==> src/hw/rtl/fptw_pkg.sv <==
// Package for the four-level page table walker.
// Holds item and result structs, field widths and code constants.
// No dependencies.
`default_nettype none

package fptw_pkg;

  localparam int unsigned VaWidth   = 48;
  localparam int unsigned AddrWidth = 52;
  localparam int unsigned DataWidth = 64;
  localparam int unsigned IdxWidth  = 9;
  localparam int unsigned LargeBit  = 7;

  // Input item kinds
  localparam logic KIND_TRANSLATE = 1'b0;
  localparam logic KIND_REPLY     = 1'b1;

  // Result kinds
  localparam logic RES_REQUEST = 1'b0;
  localparam logic RES_DONE    = 1'b1;

  // Result status codes
  localparam logic [1:0] ST_4K       = 2'd0;
  localparam logic [1:0] ST_1G       = 2'd1;
  localparam logic [1:0] ST_2M       = 2'd2;
  localparam logic [1:0] ST_UNMAPPED = 2'd3;

  // Walk levels: which table the pending read targets
  localparam logic [1:0] LVL_ROOT    = 2'd0;
  localparam logic [1:0] LVL_DIR_PTR = 2'd1;
  localparam logic [1:0] LVL_DIR     = 2'd2;
  localparam logic [1:0] LVL_TABLE   = 2'd3;

  typedef struct packed {
    logic                 kind;
    logic [VaWidth-1:0]   virt_addr;
    logic [DataWidth-1:0] read_data;
  } item_t;

  typedef struct packed {
    logic                 result_kind;
    logic [AddrWidth-1:0] mem_addr;
    logic [AddrWidth-1:0] result_addr;
    logic [1:0]           result_status;
  } result_t;

endpackage

`default_nettype wire

==> src/hw/rtl/fptw_in_reg.sv <==
// Input register of the page table walker: holds one accepted item.
// Depends on fptw_pkg.
`default_nettype none

module fptw_in_reg (
  input  wire logic            clk_i,
  input  wire logic            rst_ni,
  input  wire logic            in_valid_i,
  output logic                 in_ready_o,
  input  wire fptw_pkg::item_t item_i,
  input  wire logic            advance_i,
  output logic                 valid_o,
  output fptw_pkg::item_t      item_o
);
  import fptw_pkg::*;

  logic  valid_q, valid_d;
  item_t item_q;

  // Take a new item when empty or when the held one moves on
  assign in_ready_o = !valid_q || advance_i;

  always_comb begin
    valid_d = valid_q;
    if (in_ready_o) begin
      valid_d = in_valid_i;
    end
  end

  always_ff @(posedge clk_i or negedge rst_ni) begin
    if (!rst_ni) begin
      valid_q <= 1'b0;
    end else begin
      valid_q <= valid_d;
    end
  end

  // Capture payload on accept
  always_ff @(posedge clk_i) begin
    if (in_ready_o && in_valid_i) begin
      item_q <= item_i;
    end
  end

  assign valid_o = valid_q;
  assign item_o  = item_q;

endmodule

`default_nettype wire

==> src/hw/rtl/fptw_walk.sv <==
// Walk state and step logic: root pointer, walk level, held address.
// Turns one item into at most one result. Depends on fptw_pkg.
`default_nettype none

module fptw_walk #(
  parameter int unsigned PHYS_ADDR_BITS = 52
) (
  input  wire logic                           clk_i,
  input  wire logic                           rst_ni,
  input  wire logic                           cfg_we_i,
  input  wire logic [fptw_pkg::AddrWidth-1:0] cfg_data_i,
  input  wire logic                           fire_i,
  input  wire fptw_pkg::item_t                item_i,
  output logic                                produce_o,
  output fptw_pkg::result_t                   result_o
);
  import fptw_pkg::*;

  localparam int unsigned PaW = PHYS_ADDR_BITS;

  logic [AddrWidth-1:0] table_base_q;
  logic                 busy_q, busy_d;
  logic [1:0]           level_q, level_d;
  logic [VaWidth-1:0]   vaddr_q, vaddr_d;
  logic [PaW-1:0]       entry_addr_q, entry_addr_d;

  logic [DataWidth-1:0] entry;
  logic [PaW-1:0]       root_addr;
  logic [PaW-1:0]       gig_addr;
  logic [PaW-1:0]       meg_addr;

  assign entry = item_i.read_data;

  // Root entry address: real add, base is arbitrary
  assign root_addr = table_base_q[PaW-1:0]
                   + PaW'({item_i.virt_addr[47:39], 3'b000});

  // Large page addresses: frame and offset bits are disjoint
  assign gig_addr = {entry[PaW-1:30], vaddr_q[29:0]};
  assign meg_addr = {entry[PaW-1:21], vaddr_q[20:0]};

  always_comb begin
    logic           do_req;
    logic           do_done;
    logic [PaW-1:0] req_addr;
    logic [PaW-1:0] done_addr;
    logic [1:0]     done_status;

    do_req       = 1'b0;
    do_done      = 1'b0;
    req_addr     = '0;
    done_addr    = '0;
    done_status  = ST_UNMAPPED;
    busy_d       = busy_q;
    level_d      = level_q;
    vaddr_d      = vaddr_q;
    entry_addr_d = entry_addr_q;

    if (item_i.kind == KIND_TRANSLATE) begin
      // Start a walk unless one is running
      if (!busy_q) begin
        vaddr_d  = item_i.virt_addr;
        busy_d   = 1'b1;
        level_d  = LVL_ROOT;
        do_req   = 1'b1;
        req_addr = root_addr;
      end
    end else if (busy_q) begin
      if (entry == '0) begin
        do_done     = 1'b1;
        done_status = ST_UNMAPPED;
      end else begin
        case (level_q)
          LVL_ROOT: begin
            level_d  = LVL_DIR_PTR;
            do_req   = 1'b1;
            req_addr = {entry[PaW-1:12], vaddr_q[38:30], 3'b000};
          end
          LVL_DIR_PTR: begin
            if (entry[LargeBit]) begin
              do_done     = 1'b1;
              done_addr   = gig_addr;
              done_status = ST_1G;
            end else begin
              level_d  = LVL_DIR;
              do_req   = 1'b1;
              req_addr = {entry[PaW-1:12], vaddr_q[29:21], 3'b000};
            end
          end
          LVL_DIR: begin
            if (entry[LargeBit]) begin
              do_done     = 1'b1;
              done_addr   = meg_addr;
              done_status = ST_2M;
            end else begin
              level_d  = LVL_TABLE;
              do_req   = 1'b1;
              req_addr = {entry[PaW-1:12], vaddr_q[20:12], 3'b000};
            end
          end
          default: begin
            do_done     = 1'b1;
            done_addr   = entry_addr_q;
            done_status = ST_4K;
          end
        endcase
      end
    end

    // Build the result item
    result_o = '0;
    if (do_req) begin
      entry_addr_d         = req_addr;
      result_o.result_kind = RES_REQUEST;
      result_o.mem_addr    = AddrWidth'(req_addr);
    end else if (do_done) begin
      busy_d                 = 1'b0;
      level_d                = LVL_ROOT;
      result_o.result_kind   = RES_DONE;
      result_o.result_addr   = AddrWidth'(done_addr);
      result_o.result_status = done_status;
    end
    produce_o = do_req || do_done;
  end

  // Control state and root pointer
  always_ff @(posedge clk_i or negedge rst_ni) begin
    if (!rst_ni) begin
      table_base_q <= '0;
      busy_q       <= 1'b0;
      level_q      <= LVL_ROOT;
    end else begin
      if (cfg_we_i) begin
        table_base_q <= cfg_data_i;
      end
      if (fire_i) begin
        busy_q  <= busy_d;
        level_q <= level_d;
      end
    end
  end

  // Held walk payload
  always_ff @(posedge clk_i) begin
    if (fire_i) begin
      vaddr_q      <= vaddr_d;
      entry_addr_q <= entry_addr_d;
    end
  end

endmodule

`default_nettype wire

==> src/hw/rtl/fptw_out_reg.sv <==
// Output register of the page table walker: holds one result item.
// Depends on fptw_pkg.
`default_nettype none

module fptw_out_reg (
  input  wire logic              clk_i,
  input  wire logic              rst_ni,
  input  wire logic              load_i,
  input  wire fptw_pkg::result_t result_i,
  output logic                   free_o,
  output logic                   out_valid_o,
  input  wire logic              out_ready_i,
  output fptw_pkg::result_t      result_o
);
  import fptw_pkg::*;

  logic    valid_q, valid_d;
  result_t result_q;

  // Slot is free when empty or being drained this cycle
  assign free_o = !valid_q || out_ready_i;

  always_comb begin
    valid_d = valid_q;
    if (free_o) begin
      valid_d = load_i;
    end
  end

  always_ff @(posedge clk_i or negedge rst_ni) begin
    if (!rst_ni) begin
      valid_q <= 1'b0;
    end else begin
      valid_q <= valid_d;
    end
  end

  always_ff @(posedge clk_i) begin
    if (load_i) begin
      result_q <= result_i;
    end
  end

  assign out_valid_o = valid_q;
  assign result_o    = result_q;

endmodule

`default_nettype wire

==> src/hw/rtl/four_level_page_table_walker.sv <==
// Four-level page table walker (4 KiB granule, 48-bit virtual addresses).
// A translate item starts a walk; the walker answers with a read request for the
// top-level entry, and each reply item (one 8-byte entry) yields either the next
// read request or a finished result: the final 4 KiB entry address, a 1 GiB or
// 2 MiB page address, or not mapped. A translate during a walk and a reply with
// no walk running are dropped without a result. Throughput is one item per
// cycle when out_ready_i holds no result back; each item waits in the input
// register and its result is registered in the output register as it moves on.
// The walk state updates in the single step between those two registers, which
// sets the one-item-per-cycle figure. table_base is written through the cfg
// port, which is always ready; write it only while no walk is in progress.
// Depends on fptw_pkg, fptw_in_reg, fptw_walk and fptw_out_reg.
`default_nettype none

module four_level_page_table_walker #(
  parameter int unsigned PHYS_ADDR_BITS = 52
) (
  input  wire logic                           clk_i,
  input  wire logic                           rst_ni,
  input  wire logic                           cfg_valid_i,
  output logic                                cfg_ready_o,
  input  wire logic [fptw_pkg::AddrWidth-1:0] table_base_i,
  input  wire logic                           in_valid_i,
  output logic                                in_ready_o,
  input  wire logic                           kind_i,
  input  wire logic [fptw_pkg::VaWidth-1:0]   virt_addr_i,
  input  wire logic [fptw_pkg::DataWidth-1:0] read_data_i,
  output logic                                out_valid_o,
  input  wire logic                           out_ready_i,
  output logic                                result_kind_o,
  output logic [fptw_pkg::AddrWidth-1:0]      mem_addr_o,
  output logic [fptw_pkg::AddrWidth-1:0]      result_addr_o,
  output logic [1:0]                          result_status_o
);
  import fptw_pkg::*;

  item_t   in_item;
  item_t   held_item;
  logic    held_valid;
  logic    advance;
  logic    produce;
  logic    out_free;
  result_t step_result;
  result_t out_result;

  assign cfg_ready_o = 1'b1;

  assign in_item.kind      = kind_i;
  assign in_item.virt_addr = virt_addr_i;
  assign in_item.read_data = read_data_i;

  // Move the held item on when the output slot can take its result
  assign advance = held_valid && out_free;

  fptw_in_reg u_in_reg (
    .clk_i      (clk_i),
    .rst_ni     (rst_ni),
    .in_valid_i (in_valid_i),
    .in_ready_o (in_ready_o),
    .item_i     (in_item),
    .advance_i  (advance),
    .valid_o    (held_valid),
    .item_o     (held_item)
  );

  fptw_walk #(
    .PHYS_ADDR_BITS (PHYS_ADDR_BITS)
  ) u_walk (
    .clk_i      (clk_i),
    .rst_ni     (rst_ni),
    .cfg_we_i   (cfg_valid_i && cfg_ready_o),
    .cfg_data_i (table_base_i),
    .fire_i     (advance),
    .item_i     (held_item),
    .produce_o  (produce),
    .result_o   (step_result)
  );

  fptw_out_reg u_out_reg (
    .clk_i       (clk_i),
    .rst_ni      (rst_ni),
    .load_i      (advance && produce),
    .result_i    (step_result),
    .free_o      (out_free),
    .out_valid_o (out_valid_o),
    .out_ready_i (out_ready_i),
    .result_o    (out_result)
  );

  assign result_kind_o   = out_result.result_kind;
  assign mem_addr_o      = out_result.mem_addr;
  assign result_addr_o   = out_result.result_addr;
  assign result_status_o = out_result.result_status;

endmodule

`default_nettype wire
==> config.mk <==
export PLATFORM = sky130hd
export DESIGN_NAME = four_level_page_table_walker
export DESIGN_NICKNAME = d
export VERILOG_FILES = /design/src/hw/rtl/fptw_pkg.sv /design/src/hw/rtl/fptw_in_reg.sv /design/src/hw/rtl/fptw_walk.sv /design/src/hw/rtl/fptw_out_reg.sv /design/src/hw/rtl/four_level_page_table_walker.sv
export SDC_FILE = /design/constraint.sdc
export NUM_CORES = 1
export LEC_CHECK = 0
export BUFFER_PORTS_ARGS = -buffer_cell sky130_fd_sc_hd__buf_2
export CAP_MARGIN = 20
export CORE_MARGIN = 1.5
export CORE_UTILIZATION = 32
export CTS_CLUSTER_DIAMETER = 120
export CTS_CLUSTER_SIZE = 10
export DETAILED_ROUTE_END_ITERATION = 6
export PLACE_DENSITY_LB_ADDON = 0.3
export SKIP_LAST_GASP = 1
export SLEW_MARGIN = 30
export SYNTH_ARGS = -nofsm -noshare
export SYNTH_HDL_FRONTEND = slang
export SYNTH_HIERARCHICAL = 1
export SYNTH_SLANG_ARGS = --single-unit
==> constraint.sdc <==
create_clock -name clk_i -period 11.8 [get_ports clk_i]
set_clock_uncertainty 0.1 [all_clocks]
set_input_delay 1.18 -clock clk_i [delete_from_list [all_inputs] [get_ports clk_i]]
set_output_delay 1.18 -clock clk_i [all_outputs]
set_load 0.02 [all_outputs]
==> results.yml <==
layout:
  seqCellArea_um2: 10800
  fin_cells: 2026
  fill_cells: 4562
  syn_to_final_growth_pct: 21.2
  layout.nets: 1573
  fin_util_pct: 39.3
  drive_above_1_share_pct: 30.2
  multiInputGateArea_um2: 4410
yosys:
  synth.cell_area_um2: 15400
  yosys.area.top_type: "edfxtp_1"
  synth.most_common_cell: "edfxtp_1"
  synth_fp_nets: 1296
  synth_ff_type: "edfxtp_1"
  synth_common_cells: "edfxtp_1, nand2_1, nor2_1"
  synth_edf_count: 311
  seq_area_frac_synth_pct: 69.7
  syn_avg_cell_area_um2: 13.9
  async_flop_share_pct: 15.5
  yosysTopAreaCellShare_pct: 60.5
  ys_types: 70
  synthTopCellsByArea: "edfxtp_1, dfrtp_1, nand2_1, mux2_2, a22oi_1"
  ys_warn_count: 6
  synthCells: 1111
  ys_ff_latch: 368
place:
  place.gp.congestion: 0.854
  dp_hpwl_um: 34700
  dp.cells: 1958
  io_buffers: 278
power:
  leakage_nw: 7.12
  total_power_w: 0.00427
  p_per_area_nw_per_um2: 228
  ir_drop_mv: 0.108
die:
  core_area_um2: 47600
  io_pins: 280
  die_h_um: 223
  die_width_um: 223
  fp.dieArea_um2: 49600
  start_util_pct: 32.4
  rows: 80
timing:
  fin_crit_sh_pct: 36.1
  grt_setup_unrepaired: "no"
  slew_headroom_pct: 31.2
  finalHoldViolCount: 0
  max_freq_mhz: 235
  setup_viol: 0
  period_needed_ps: 4260
  slew_viol_final: 0
  tns_ps: 0
  worst_slew_pin_slew_ps: 1030
critical_path:
  start_kind: "flop"
  critPathRequiredTime_ps: 11860
  path_class: "flop to flop"
  crit_path_end_kind: "flop"
  arrival_ps: 4320
  crit_fanout: 62
routing:
  wl_met2_um: 21400
  ant_nets: 0
  wl_met3_um: 4090
  wl_met1_um: 20800
  wirelength_um: 47400
  vias_per_cell: 5.17
  top_layer: "met5"
  drt-pass1-iter-count: 5
  wl_per_cell_um: 23.4
  drt_first_iter_violations: 979
  vias: 10500
  remaining_drc_errors: 0
clock_tree:
  ctsResizeCount: 0
  clockBufferDepth: 3
  cts_max_level: 2
  cts_tree: "done"
  postCtsSetupBuffers: 0
  cts_hold_buf: 0
  insertion_delay_ps: 560
  cts_buffers: 42
  cts_sinks: 368
  cts_root_buffer: "clkbuf_16"
  clkTransAtPathRegs_ps: 50
grt:
  grt_use_total_pct: 18.7
  grt_start_max_net_pins: 63
  antenna_found_initial: 19
  grt_pass1_vias: 10300
  grt-ovfl-total: 0
  grt_pass1_wl_um: 67800
hold_path:
  hold_path.class: "flop to flop"
outcome:
  status: "complete, no violations"
flow_run:
  drv_cap: 0
[worst max-delay path, cell delays in order (launching register included)]
cell and delay, ps:
edfxtp_1 590, nor4_1 510, nand4_1 250, nor4_4 660
o21bai_1 210, nand2_1 110, and3_4 800, buf_4 640
[cell usage in the layout (no fill, tap or decap), drive strengths merged, types with 6 or more instances in the layout]
master   synthesis  routed
nor3            10      10
nor2            81      81
ha              14      14
a21o            14      14
mux2            45      45
edfxtp         311     311
and4             6       6
clkbuf          40      59
a21oi           17      17
nand4           20      20
o21ai           56      56
a22oi           61      61
inv             16      16
nand3           16      16
mux2i           11      11
diode            0       6
dfrtp           57      57
and2            26      26
nand2          142     142
buf             20     293
a22o            21      21
a2111oi          9       9
xnor2           17      17
xor2             8       8
nor4            26      26
[power by group]
| part | total (W) | switching (W) | internal (W) |
|---|---|---|---|
| Combinational | 0.00114 | 0.000814 | 0.000322 |
| Clock | 0.00116 | 0.000489 | 0.000668 |
| Sequential | 0.00198 | 0.000147 | 0.00183 |
| Total | 0.00427 | 0.00145 | 0.00282 |
[layout make-up]
cell class / instances / share of cell area, %
clock inverter: 2 / 0.174
tap: 615 / 4.11
inverter: 16 / 0.321
antenna: 6 / 0.0802
sequential: 368 / 57.5
timing repair buffer: 293 / 8.12
clock buffer: 59 / 6.12
multi-input combinational: 667 / 23.6
[metal layers]
| metal | global-route usage, % | vias up |
|---|---|---|
| li1 | - | 4764 |
| met1 | 26.2 | 5168 |
| met2 | 28.6 | 433 |
| met3 | 5.21 | 81 |
| met4 | 5.05 | 22 |
| met5 | 0 | - |
[registers in the layout, summed over array words and instances, names as in the netlist]
signal	cells
u_out_reg/result_o	107
u_walk/level_q	2
u_in_reg/item_o	113
u_walk/busy_q	1
u_walk/table_base_q	52
u_out_reg/out_valid_o	1
u_in_reg/valid_o	1
u_walk/entry_addr_q	52
u_walk/vaddr_q	39
[stage by stage]
stage	setup WS (ps)	cell area (um^2)	hold WS (ps)
2_1_floorplan	7050	15400	300
5_1_grt	7300	18700	322
4_1_cts	7500	18700	317
3_5_place_dp	7510	17500	305
6_report	7540	18700	313
3_3_place_gp	7600	17500	300
[cell families after synthesis]
logic type | share of synthesized area [%]
DFF | 69.7
and+or+nand+nor | 11.3
AOI/OAI and AO/OA | 10.3
buffers and inverters | 2.02
muxes | 3.99
xor gates and xnor gates | 1.42
adders and majority gates | 1.26
other | 0.0243
[worst paths after layout]
check                                    start                       to  slack [ps]  cells past startpoint
min reg2reg                u_in_reg/item_o[86]       u_walk/vaddr_q[22]         310                      0
max                         u_in_reg/item_o[7]   u_out_reg/result_o[66]        7540                      7
max in group asynchronous               rst_ni   u_walk/table_base_q[4]       10370                      2
max reg2reg                 u_in_reg/item_o[7]   u_out_reg/result_o[66]        7540                      7
min                        u_in_reg/item_o[86]       u_walk/vaddr_q[22]         310                      0
min in group asynchronous               rst_ni  u_walk/table_base_q[43]         700                      2
Note: power is estimated with default switching activity, not from simulation.
